## config.mk

```make
export PLATFORM = sky130hd
export DESIGN_NAME = pulse_peak_detector_core
export DESIGN_NICKNAME = d
export VERILOG_FILES = /design/src/hdl/ppd_pkg.sv /design/src/hdl/ppd_cfg_regs.sv /design/src/hdl/ppd_tracker.sv /design/src/hdl/pulse_peak_detector_core.sv
export VERILOG_INCLUDE_DIRS = /design/src /design/src/hdl
export SDC_FILE = /design/constraint.sdc
export NUM_CORES = 1
export LEC_CHECK = 0
export ABC_AREA = 1
export BUFFER_PORTS_ARGS = -buffer_cell sky130_fd_sc_hd__buf_2
export CORE_MARGIN = 5
export CORE_UTILIZATION = 30
export CTS_CLUSTER_SIZE = 20
export DETAILED_ROUTE_END_ITERATION = 10
export SYNTH_ARGS = -nofsm -noshare
export SYNTH_HDL_FRONTEND = slang
export SYNTH_SLANG_ARGS = --single-unit
```

## constraint.sdc

```tcl
create_clock -name clk_i -period 5.53 [get_ports clk_i]
set_clock_uncertainty 0.15 [all_clocks]
set_input_delay 1.106 -clock clk_i [delete_from_list [all_inputs] [get_ports clk_i]]
set_output_delay 1.106 -clock clk_i [all_outputs]
set_load 0.02 [all_outputs]
```

## src/hdl/pulse_peak_detector_core_macros.svh

```systemverilog
// Assertion macros shared by the pulse peak detector RTL.
// Both macros sample on clk_i and are disabled while rst_ni is low.
`ifndef PULSE_PEAK_DETECTOR_CORE_MACROS_SVH
`define PULSE_PEAK_DETECTOR_CORE_MACROS_SVH

`ifndef SYNTHESIS

`define PPD_ASSERT(label, prop) \
  label: assert property (@(posedge clk_i) disable iff (!rst_ni) (prop)) \
    else $error("pulse peak detector: assertion failed");

`define PPD_ASSERT_NEVER(label, expr) \
  label: assert property (@(posedge clk_i) disable iff (!rst_ni) !(expr)) \
    else $error("pulse peak detector: forbidden condition seen");

`else

`define PPD_ASSERT(label, prop)
`define PPD_ASSERT_NEVER(label, expr)

`endif

`endif

```

## src/hdl/ppd_pkg.sv

```systemverilog
package ppd_pkg;

  localparam int SAMPLE_BITS   = 20;
  localparam int TIME_BITS     = 32;
  localparam int AMP_BITS      = 20;
  localparam int RISE_BITS     = 16;
  localparam int FALL_BITS     = 16;
  localparam int MIN_AMP_BITS  = 20;
  localparam int REFR_BITS     = 16;
  localparam int CFG_IDX_BITS  = 3;
  localparam int CFG_DATA_BITS = 32;

  // Compare width: covers sample +/- threshold and peak - valley against min_amplitude
  localparam int CMP_W = ((SAMPLE_BITS > MIN_AMP_BITS) ? SAMPLE_BITS : MIN_AMP_BITS) + 2;

  localparam int IN_TDATA_W  = ((SAMPLE_BITS + TIME_BITS + 7) / 8) * 8;
  localparam int OUT_TDATA_W = ((AMP_BITS + 7) / 8) * 8;

  localparam logic [AMP_BITS-1:0] AMP_MAX = {AMP_BITS{1'b1}};

  localparam logic [CFG_IDX_BITS-1:0] REG_RISE_THRESHOLD = CFG_IDX_BITS'(0);
  localparam logic [CFG_IDX_BITS-1:0] REG_FALL_THRESHOLD = CFG_IDX_BITS'(1);
  localparam logic [CFG_IDX_BITS-1:0] REG_MIN_AMPLITUDE  = CFG_IDX_BITS'(2);
  localparam logic [CFG_IDX_BITS-1:0] REG_HOLDOFF_MS     = CFG_IDX_BITS'(3);

  localparam logic [RISE_BITS-1:0]    RISE_RESET    = RISE_BITS'(20);
  localparam logic [FALL_BITS-1:0]    FALL_RESET    = FALL_BITS'(20);
  localparam logic [MIN_AMP_BITS-1:0] MIN_AMP_RESET = MIN_AMP_BITS'(45);
  localparam logic [REFR_BITS-1:0]    REFR_RESET    = REFR_BITS'(350);

  typedef struct packed {
    logic [RISE_BITS-1:0]    rise_threshold;
    logic [FALL_BITS-1:0]    fall_threshold;
    logic [MIN_AMP_BITS-1:0] min_amplitude;
    logic [REFR_BITS-1:0]    holdoff_ms;
  } cfg_t;

  typedef struct packed {
    logic                beat_flag;
    logic [AMP_BITS-1:0] beat_amp;
  } result_t;

  typedef struct packed {
    logic primed;
    logic climbing;
  } status_t;

endpackage

```

## src/hdl/ppd_cfg_regs.sv

```systemverilog
module ppd_cfg_regs (
  input  logic                               clk_i,
  input  logic                               rst_ni,
  input  logic                               wr_en_i,
  input  logic [ppd_pkg::CFG_IDX_BITS-1:0]   wr_index_i,
  input  logic [ppd_pkg::CFG_DATA_BITS-1:0]  wr_data_i,
  output ppd_pkg::cfg_t                      cfg_o
);

  ppd_pkg::cfg_t cfg_q, cfg_d;

  always_comb begin
    cfg_d = cfg_q;
    if (wr_en_i) begin
      // Keep only the low bits of each register; drop writes past the list
      case (wr_index_i)
        ppd_pkg::REG_RISE_THRESHOLD:
          cfg_d.rise_threshold = wr_data_i[ppd_pkg::RISE_BITS-1:0];
        ppd_pkg::REG_FALL_THRESHOLD:
          cfg_d.fall_threshold = wr_data_i[ppd_pkg::FALL_BITS-1:0];
        ppd_pkg::REG_MIN_AMPLITUDE:
          cfg_d.min_amplitude = wr_data_i[ppd_pkg::MIN_AMP_BITS-1:0];
        ppd_pkg::REG_HOLDOFF_MS:
          cfg_d.holdoff_ms = wr_data_i[ppd_pkg::REFR_BITS-1:0];
        default: cfg_d = cfg_q;
      endcase
    end
  end

  always_ff @(posedge clk_i or negedge rst_ni) begin
    if (!rst_ni) begin
      cfg_q.rise_threshold <= ppd_pkg::RISE_RESET;
      cfg_q.fall_threshold <= ppd_pkg::FALL_RESET;
      cfg_q.min_amplitude  <= ppd_pkg::MIN_AMP_RESET;
      cfg_q.holdoff_ms     <= ppd_pkg::REFR_RESET;
    end else begin
      cfg_q <= cfg_d;
    end
  end

  assign cfg_o = cfg_q;

endmodule

```

## src/hdl/ppd_tracker.sv

```systemverilog
module ppd_tracker (
  input  logic                                   clk_i,
  input  logic                                   rst_ni,
  input  logic                                   step_i,
  input  logic signed [ppd_pkg::SAMPLE_BITS-1:0] sample_i,
  input  logic        [ppd_pkg::TIME_BITS-1:0]   now_i,
  input  ppd_pkg::cfg_t                          cfg_i,
  output ppd_pkg::result_t                       result_o,
  output ppd_pkg::status_t                       status_o
);

  localparam int SB = ppd_pkg::SAMPLE_BITS;
  localparam int CW = ppd_pkg::CMP_W;

  logic                   primed_q, primed_d;
  logic                   climbing_q, climbing_d;
  logic signed [SB-1:0]   valley_q, valley_d;
  logic signed [SB-1:0]   peak_q, peak_d;
  logic [ppd_pkg::TIME_BITS-1:0] last_beat_q, last_beat_d;

  logic signed [CW-1:0]   s_ext, valley_ext, peak_ext;
  logic signed [CW-1:0]   rise_ext, fall_ext, min_ext, amp_max_ext;
  logic signed [CW-1:0]   amp_ext;
  logic                   rise_hit, fall_hit, amp_ok, time_ok;
  logic [ppd_pkg::TIME_BITS-1:0] elapsed;
  logic [ppd_pkg::AMP_BITS-1:0]  amp_sat;

  assign s_ext       = {{(CW-SB){sample_i[SB-1]}}, sample_i};
  assign valley_ext  = {{(CW-SB){valley_q[SB-1]}}, valley_q};
  assign peak_ext    = {{(CW-SB){peak_q[SB-1]}}, peak_q};
  assign rise_ext    = signed'({{(CW-ppd_pkg::RISE_BITS){1'b0}}, cfg_i.rise_threshold});
  assign fall_ext    = signed'({{(CW-ppd_pkg::FALL_BITS){1'b0}}, cfg_i.fall_threshold});
  assign min_ext     = signed'({{(CW-ppd_pkg::MIN_AMP_BITS){1'b0}}, cfg_i.min_amplitude});
  assign amp_max_ext = signed'({{(CW-ppd_pkg::AMP_BITS){1'b0}}, ppd_pkg::AMP_MAX});

  // A new extreme can never also cross the threshold, so the old levels suffice
  assign rise_hit = s_ext > (valley_ext + rise_ext);
  assign fall_hit = s_ext < (peak_ext - fall_ext);
  assign amp_ext  = peak_ext - valley_ext;
  assign amp_ok   = amp_ext >= min_ext;
  assign elapsed  = now_i - last_beat_q;
  assign time_ok  = elapsed >= {{(ppd_pkg::TIME_BITS-ppd_pkg::REFR_BITS){1'b0}},
                                cfg_i.holdoff_ms};

  always_comb begin
    if (amp_ext < 0) begin
      amp_sat = '0;
    end else if (amp_ext > amp_max_ext) begin
      amp_sat = ppd_pkg::AMP_MAX;
    end else begin
      amp_sat = amp_ext[ppd_pkg::AMP_BITS-1:0];
    end
  end

  always_comb begin
    primed_d    = primed_q;
    climbing_d  = climbing_q;
    valley_d    = valley_q;
    peak_d      = peak_q;
    last_beat_d = last_beat_q;
    result_o    = '0;
    if (!primed_q) begin
      valley_d = sample_i;
      peak_d   = sample_i;
      primed_d = 1'b1;
    end else if (!climbing_q) begin
      if (s_ext < valley_ext) begin
        valley_d = sample_i;
      end
      if (rise_hit) begin
        climbing_d = 1'b1;
        peak_d     = sample_i;
      end
    end else begin
      if (s_ext > peak_ext) begin
        peak_d = sample_i;
      end
      if (fall_hit) begin
        if (amp_ok && time_ok) begin
          result_o.beat_flag = 1'b1;
          result_o.beat_amp  = amp_sat;
          last_beat_d        = now_i;
        end
        // Re-seed and go back to valley tracking
        climbing_d = 1'b0;
        valley_d   = sample_i;
        peak_d     = sample_i;
      end
    end
  end

  always_ff @(posedge clk_i or negedge rst_ni) begin
    if (!rst_ni) begin
      primed_q    <= 1'b0;
      climbing_q  <= 1'b0;
      valley_q    <= '0;
      peak_q      <= '0;
      last_beat_q <= '0;
    end else if (step_i) begin
      primed_q    <= primed_d;
      climbing_q  <= climbing_d;
      valley_q    <= valley_d;
      peak_q      <= peak_d;
      last_beat_q <= last_beat_d;
    end
  end

  assign status_o.primed   = primed_q;
  assign status_o.climbing = climbing_q;

endmodule

```

## src/hdl/pulse_peak_detector_core.sv

```systemverilog
// Channel   Direction  Handshake                   Payload
// s_axis    in         s_axis_tvalid/tready        tdata: sample, now_ms
// m_axis    out        m_axis_tvalid/tready        tdata: beat_amp; tuser: beat_flag
// cfg       in         cfg_valid_i/cfg_ready_o     cfg_index_i, cfg_data_i
//
// Path: each input transaction passes through the input register, then the output register, to m_axis.
// Throughput: one sample per cycle unless m_axis stalls; the tracker updates its levels in the
// cycle a sample leaves the input register, so each sample sees the previous one's state.
// Reset: asynchronous, active low; empties both stages and resets tracker and config state.
// Stalls: a held m_axis stalls the output register, then the input register, then s_axis.
// cfg_ready_o is always high; a write takes effect on the next cycle.
`include "pulse_peak_detector_core_macros.svh"

module pulse_peak_detector_core (
  input  logic                                  clk_i,
  input  logic                                  rst_ni,
  input  logic                                  s_axis_tvalid,
  output logic                                  s_axis_tready,
  // [19:0] sample, [51:20] now_ms, [55:52] zero
  input  logic [ppd_pkg::IN_TDATA_W-1:0]        s_axis_tdata,
  output logic                                  m_axis_tvalid,
  input  logic                                  m_axis_tready,
  // [19:0] beat_amp, [23:20] zero
  output logic [ppd_pkg::OUT_TDATA_W-1:0]       m_axis_tdata,
  // [0] beat_flag
  output logic                                  m_axis_tuser,
  input  logic                                  cfg_valid_i,
  output logic                                  cfg_ready_o,
  input  logic [ppd_pkg::CFG_IDX_BITS-1:0]      cfg_index_i,
  input  logic [ppd_pkg::CFG_DATA_BITS-1:0]     cfg_data_i
);

  localparam int SB = ppd_pkg::SAMPLE_BITS;
  localparam int TB = ppd_pkg::TIME_BITS;

  ppd_pkg::cfg_t    cfg;
  ppd_pkg::result_t result;
  ppd_pkg::status_t status;

  logic                 in_valid_q, in_valid_d;
  logic signed [SB-1:0] in_sample_q;
  logic [TB-1:0]        in_now_q;
  logic                 out_valid_q, out_valid_d;
  ppd_pkg::result_t     out_q;
  logic                 in_xfer, advance;

  assign cfg_ready_o = 1'b1;

  ppd_cfg_regs u_cfg_regs (
    .clk_i      (clk_i),
    .rst_ni     (rst_ni),
    .wr_en_i    (cfg_valid_i),
    .wr_index_i (cfg_index_i),
    .wr_data_i  (cfg_data_i),
    .cfg_o      (cfg)
  );

  // Move the held sample into the tracker when the output register can take its result
  assign advance       = in_valid_q && (!out_valid_q || m_axis_tready);
  assign s_axis_tready = !in_valid_q || advance;
  assign in_xfer       = s_axis_tvalid && s_axis_tready;

  always_comb begin
    in_valid_d = in_valid_q;
    if (in_xfer) begin
      in_valid_d = 1'b1;
    end else if (advance) begin
      in_valid_d = 1'b0;
    end
  end

  always_comb begin
    out_valid_d = out_valid_q;
    if (advance) begin
      out_valid_d = 1'b1;
    end else if (m_axis_tready) begin
      out_valid_d = 1'b0;
    end
  end

  always_ff @(posedge clk_i or negedge rst_ni) begin
    if (!rst_ni) begin
      in_valid_q  <= 1'b0;
      out_valid_q <= 1'b0;
    end else begin
      in_valid_q  <= in_valid_d;
      out_valid_q <= out_valid_d;
    end
  end

  always_ff @(posedge clk_i) begin
    if (in_xfer) begin
      in_sample_q <= s_axis_tdata[SB-1:0];
      in_now_q    <= s_axis_tdata[SB+TB-1:SB];
    end
    if (advance) begin
      out_q <= result;
    end
  end

  ppd_tracker u_tracker (
    .clk_i    (clk_i),
    .rst_ni   (rst_ni),
    .step_i   (advance),
    .sample_i (in_sample_q),
    .now_i    (in_now_q),
    .cfg_i    (cfg),
    .result_o (result),
    .status_o (status)
  );

  assign m_axis_tvalid = out_valid_q;
  assign m_axis_tuser  = out_q.beat_flag;
  assign m_axis_tdata  = {{(ppd_pkg::OUT_TDATA_W-ppd_pkg::AMP_BITS){1'b0}},
                          out_q.beat_amp};

  `PPD_ASSERT(a_full_stall, in_valid_q && out_valid_q && !m_axis_tready |-> !s_axis_tready)
  `PPD_ASSERT(a_step_fills_output, advance |=> m_axis_tvalid)
  `PPD_ASSERT_NEVER(a_climb_needs_prime, status.climbing && !status.primed)
  `PPD_ASSERT_NEVER(a_no_beat_no_amp, m_axis_tvalid && !m_axis_tuser && (out_q.beat_amp != '0))

endmodule

```

==> impl_metrics.py, run 1 <==
metrics = {
    "finish": {
        "final_cell_mix": "580 x nand2_1, 309 x inv_1, 199 x ha_1",
        "final_common_cell": "nand2_1",
        "area.growth.synth_to_final_pct": 14.47,
        "drive_gt1_share_pct": 9.537,
        "nNetsFinal": 2459,
    },
    "setup_path": {
        "worstSetupPathType": "register to register",
        "worstPathArrival_ps": 5380,
        "cp_max_fo": 21,
        "crit_path_end_kind": "register",
        "start_kind": "register",
        "cp.required_ps": 5760,
    },
    "clock_tree": {
        "htreeDepth": 1,
        "cts_tree": "yes",
        "cts_root_buf": "clkbuf_16",
        "postCtsSetupBuffers": 0,
        "clkTransAtPathRegs_ps": 60,
        "clk_latency_ps": 560,
        "cts_sinks": 217,
        "cts_hold_buffers": 0,
        "cts_buffers": 27,
        "postCtsResizedCells": 0,
        "clockBufferDepth": 3,
    },
    "global_routing": {
        "grt_usage_pct": 15.48,
        "overflow": 0,
        "grt_start_max_net_pins": 72,
        "grt_pass1_wl_um": 71720,
        "grt_pass1_vias": 13060,
        "antenna_found_initial": 3,
    },
    "timing": {
        "timing.final.hold_violations": 0,
        "setup_viol_count_final": 0,
        "rsz0062_at_grt": "no",
        "fmax_ghz": 0.1942,
        "fin_crit_ps": 5149,
        "timing.setup.tns_ps": 0,
        "finalCritPeriodShare_pct": 93.11,
        "slew_violations": 0,
        "worstMarginPinSlew_ps": 1146,
        "relSlewSlack_pct": 23.37,
    },
    "route": {
        "drt_pass1_iterations": 5,
        "final_antenna_net_count": 0,
        "drc": 0,
        "wl_met1_um": 22020,
        "wl_met3_um": 2263,
        "wl_um": 45300,
        "routedWlPerCell_um": 15.78,
        "vias": 13630,
        "drt-initial-drc-count": 980,
        "highest-signal-layer": "met5",
        "viasPerCell": 4.746,
        "wl_met2_um": 19800,
    },
    "synthesis": {
        "synth.distinct_cells": 48,
        "ys_ff_latch": 217,
        "syn_area_um2": 15790,
        "synth_flop_cell": "dfrtp_1",
        "synthesis.instances": 2051,
        "avgSynthCellArea_um2": 7.701,
        "async_flop_share_pct": 66.36,
        "ys_warn_count": 0,
        "synth-edff-count": 73,
        "ys_seq_area_share_pct": 36.81,
    },
    "min_path": {
        "hold_path_class": "register to register",
    },
    "die": {
        "die-area_um2": 57330,
        "core_um2": 52340,
        "ios": 124,
        "die_x_um": 239.4,
        "start_util_pct": 30.18,
        "rows": 84,
        "fp.dieH_um": 239.4,
    },
    "pwr": {
        "cellLeakagePower_nw": 9.289,
        "finalPower_mw": 11.43,
        "p_per_area_nw_per_um2": 632.3,
        "ir_drop_v": 0.0002692,
    },
    "placement": {
        "place_hpwl_um": 35810,
        "globalplace.congestion": 0.8821,
        "numPortBuffers": 102,
    },
    "flow_run": {
        "drv_cap": 0,
    },
    "status": {
        "status": "completed",
    },
}
path summary, 6_finish.rpt:
check / start / to / slack (ps) / depth (start not counted)
worst max-delay path: u_tracker.peak_q[5] / m_axis_tdata[12] / 380 / 26
worst min-delay path: u_tracker.last_beat_q[6] / u_tracker.last_beat_q[6] / 320 / 2
worst max register to register: u_tracker.peak_q[5] / m_axis_tdata[12] / 380 / 26
worst min register to register: u_tracker.last_beat_q[6] / u_tracker.last_beat_q[6] / 320 / 2
max in group asynchronous: rst_ni / u_tracker.peak_q[13] / 3750 / 2
min in group asynchronous: rst_ni / u_tracker.last_beat_q[24] / 400 / 1
registers in the layout (all words and copies together) (netlist names):
register,flops
in_now_q,32
in_sample_q,20
in_valid_q,1
m_axis_tdata,20
m_axis_tuser,1
m_axis_tvalid,1
u_cfg_regs.cfg_o,68
u_tracker.climbing_q,1
u_tracker.last_beat_q,32
u_tracker.peak_q,20
u_tracker.primed_q,1
u_tracker.valley_q,20
critical path, stage by stage, from the launching register on:
cell      delay (ps)
dfrtp_1          450
ha_1             370
a21oi_1          200
o21ai_0          170
a21oi_1          350
o21bai_1         180
a21oi_1          240
o21ai_0          170
or2_2            300
nand2_1           80
inv_1             40
ha_1             290
nand4_1          180
inv_1            180
nand3_1           80
nor2_1           210
nor3_1            70
nand2_1          150
nand2_1           70
nand2_1           50
nand2_1           40
nand2_1          130
nand2_1           90
nor2_2           210
nand2_1           80
buf_4            240
nor2_1           200
stage by stage:
step	cells	setup WS, ps	area (µm²)	utilization, %	hold slack [ps]
detailed placement	2819	538.4	17110	32.69	308.3
global route	2870	42.10	18080	34.54	331.7
finish	2871	380.8	18080	34.54	320.5
global placement	2819	563.5	17110	32.69	303.1
CTS	2869	467.8	18070	34.53	322.3
floorplan	2054	1486	15810	-	291.9
power by group:
| part | switching, mW | total, mW | internal [mW] | leakage, nW |
|---|---|---|---|---|
| Clock | 0.723 | 1.92 | 1.20 | 0.461 |
| Sequential | 0.367 | 2.48 | 2.12 | 2.49 |
| Combinational | 4.47 | 7.03 | 2.56 | 6.34 |
cell families after synthesis:
| kind of cell | Yosys count | share of synthesized area [%] |
|---|---|---|
| compound gates | 285 | 9.847 |
| other cells | 2 | 0.04755 |
| xor+xnor | 69 | 3.826 |
| buf+inv | 372 | 9.158 |
| fa+ha+maj | 203 | 16.27 |
| simple gates | 903 | 24.04 |
| flops | 217 | 36.81 |
metal layers:
metal | GRT usage, % | vias up
met5 | 0 | -
met4 | 4.565 | 2
met1 | 21.97 | 6318
li1 | - | 6946
met2 | 24.56 | 298
met3 | 2.326 | 63
synthesized netlist by cell type (all sizes together) (27+ instances only):
cell type	number	area [µm²]
nand3	111	565.5
xnor2	27	236.5
inv	325	1220
a21oi	128	640.6
nand4	59	384.1
xor2	42	367.9
dfrtp	130	3253
nor2	113	436.7
nand2	580	2177
o21ai	108	540.5
edfxtp	73	2192
ha	199	2490
final cells by class:
type	instances	area (µm²)
Clock buffer	32	714.4
Multi-Input combinational cell	1465	8546
Clock inverter	18	250.2
Timing Repair Buffer	121	659.4
Antenna cell	2	5.005
Sequential cell	217	5813
Tap cell	688	860.8
Fill cell	5490	34260
Inverter	328	1231
Power figures use the tool's default switching activity.
==> run 2: changes to the inputs <==
--- a/config.mk
+++ b/config.mk
@@ -9,9 +9,10 @@
 export ABC_AREA = 1
 export BUFFER_PORTS_ARGS = -buffer_cell sky130_fd_sc_hd__buf_2
 export CORE_MARGIN = 5
-export CORE_UTILIZATION = 30
+export CORE_UTILIZATION = 60
 export CTS_CLUSTER_SIZE = 20
 export DETAILED_ROUTE_END_ITERATION = 10
+export PLACE_DENSITY = 0.8
 export SYNTH_ARGS = -nofsm -noshare
 export SYNTH_HDL_FRONTEND = slang
 export SYNTH_SLANG_ARGS = --single-unit
==> impl_metrics.py, run 2 (same netlist as run 1, synthesis figures left out) <==
metrics = {
    "status": {
        "status": "completed",
    },
    "clock_tree": {
        "clockBufferDepth": 3,
        "htreeDepth": 1,
        "cts_root_buf": "clkbuf_16",
        "cts_buffers": 25,
        "postCtsSetupBuffers": 0,
        "clk_latency_ps": 520,
        "cts_hold_buffers": 0,
        "clkTransAtPathRegs_ps": 60,
        "cts_sinks": 217,
        "cts_tree": "yes",
    },
    "global_routing": {
        "grt_pass1_vias": 13160,
        "overflow": 0,
        "grt_usage_pct": 27.93,
        "grt_pass1_wl_um": 66170,
        "grt_start_max_net_pins": 81,
        "antenna_found_initial": 0,
    },
    "die": {
        "fp.dieH_um": 172.2,
        "core_um2": 25980,
        "start_util_pct": 60.78,
        "die-area_um2": 29670,
        "ios": 124,
        "rows": 59,
        "die_x_um": 172.2,
    },
    "timing": {
        "relSlewSlack_pct": 27.26,
        "fmax_ghz": 0.2006,
        "rsz0062_at_grt": "no",
        "worstMarginPinSlew_ps": 1090,
        "setup_ws_ps": 544.6,
        "fin_crit_ps": 4985,
        "timing.final.hold_violations": 0,
        "fin_hold_ws_ps": 320.2,
        "timing.setup.tns_ps": 0,
        "setup_viol_count_final": 0,
        "finalCritPeriodShare_pct": 90.15,
        "slew_violations": 0,
    },
    "pwr": {
        "p_per_area_nw_per_um2": 634.0,
        "ir_drop_v": 0.0003695,
        "cellLeakagePower_nw": 9.207,
    },
    "setup_path": {
        "start_kind": "register",
        "cp_max_fo": 31,
        "cp.required_ps": 5830,
        "cp-startpoint": "u_tracker.peak_q[0]",
        "worstReg2RegEnd": "u_tracker.last_beat_q[13]",
        "rr_worst_depth": 20,
        "worst_r2r_startpoint": "u_tracker.peak_q[0]",
        "worstSetupPathType": "register to register",
        "crit_end": "u_tracker.last_beat_q[13]",
        "crit_path_end_kind": "register",
        "worstPathArrival_ps": 5280,
        "rrSetupSlack_ps": 540,
    },
    "placement": {
        "pre_cts_slack_ps": 536.9,
        "globalplace.congestion": 0.9434,
        "dpl-instance-area_um2": 16600,
        "numPortBuffers": 102,
        "place_hpwl_um": 32190,
    },
    "finish": {
        "nNetsFinal": 2448,
        "final_common_cell": "nand2_1",
        "area.growth.synth_to_final_pct": 10.44,
        "antennaDiodeCount": 0,
        "nFillCells": 2160,
        "fin_util_pct": 67.13,
        "stdcell_area_um2": 17440,
        "largest_reg_flops": 68,
        "final_cell_mix": "579 x nand2_1, 309 x inv_1, 199 x ha_1",
        "drive_gt1_share_pct": 8.999,
    },
    "route": {
        "routedWlPerCell_um": 16.50,
        "final_antenna_net_count": 0,
        "drt-initial-drc-count": 1198,
        "drt_pass1_iterations": 6,
        "vias": 13860,
        "viasPerCell": 5.538,
        "wl_um": 41280,
        "drc": 0,
    },
    "flow_run": {
        "drv_cap": 0,
    },
    "min_path": {
        "hold_path_class": "register to register",
    },
}
-- run 2: changes by cell type in the layout (fill, tap and decap cells not counted), moves of 2 or more --
| cell | previous run | this run |
|---|---|---|
| clkbuf_1 | 3 | 5 |
| clkinv_1 | 5 | 3 |
| clkinvlp_4 | 4 | 0 |
| buf_4 | 19 | 10 |
| bufinv_16 | 6 | 1 |
| clkbuf_8 | 2 | 4 |
| diode_2 | 2 | 0 |
-- run 2: through the flow --
stage / total power, mW / instances
2_1_floorplan: 7.527 / 2054
3_3_place_gp: 8.999 / 2457
3_5_place_dp: 9.249 / 2457
4_1_cts: 11.01 / 2502
5_1_grt: 12.18 / 2502
6_report: 11.06 / 2502
-- run 2: worst max-delay path: stages, from the launching register on --
cell and delay [ps]:
dfrtp_1 400, inv_1 130, ha_1 210, inv_1 100, fa_1 480, a21o_1 220, a31oi_1 220, o21ai_0 190
a21boi_0 420, o21ai_0 170, xor2_1 170, ha_1 300, nand2_1 60, nor3_1 240, nand3_1 140, nand4_1 170
nand3_1 200, nor2_2 280, buf_4 390, nand4_1 150, nand2_1 130
-- run 2: final cells by class --
type	count	area [µm²]	share of cell area [%]
clock buffer	37	774.5	4.440
clock inverter	8	65.06	0.3730
inverter	328	1231	7.058
multi-input combinational	1465	8548	49.01
sequential	217	5813	33.33
tap	335	419.2	2.403
timing repair buffer	112	591.8	3.393
-- run 2: repair_timing --
item                                    CTS  global route
gates resized for setup                   0             1
endpoints found under the setup margin    0            10
endpoints found under the hold margin     0             0
-- run 2: worst min path at each step --
| stage | to | depth (start not counted) | from | slack, ps |
|---|---|---|---|---|
| after CTS | u_tracker.last_beat_q[24] | 2 | u_tracker.last_beat_q[24] | 320 |
| final | u_tracker.last_beat_q[19] | 2 | u_tracker.last_beat_q[19] | 320 |
| after global placement | u_tracker.last_beat_q[19] | 2 | u_tracker.last_beat_q[19] | 300 |
| after detailed placement | u_tracker.last_beat_q[24] | 2 | u_tracker.last_beat_q[24] | 310 |
| after floorplan | u_tracker.last_beat_q[10] | 2 | u_tracker.last_beat_q[10] | 290 |
| after global routing | u_tracker.last_beat_q[23] | 2 | u_tracker.last_beat_q[23] | 340 |
-- run 2: routing by layer --
metal  GRT usage (%)  wire length (µm)  vias up
met1           41.52             19390     6411
met5               0                 0        -
met4           7.006               991        0
met3           4.755              3267       70
li1                -                 -     6897
met2           42.74             17630      477
-- run 2: power by group --
group | switching, mW | internal [mW] | total (mW)
sequential | 0.384 | 2.12 | 2.50
combinational | 4.36 | 2.53 | 6.89
clock | 0.657 | 1.01 | 1.67
total | 5.40 | 5.66 | 11.1
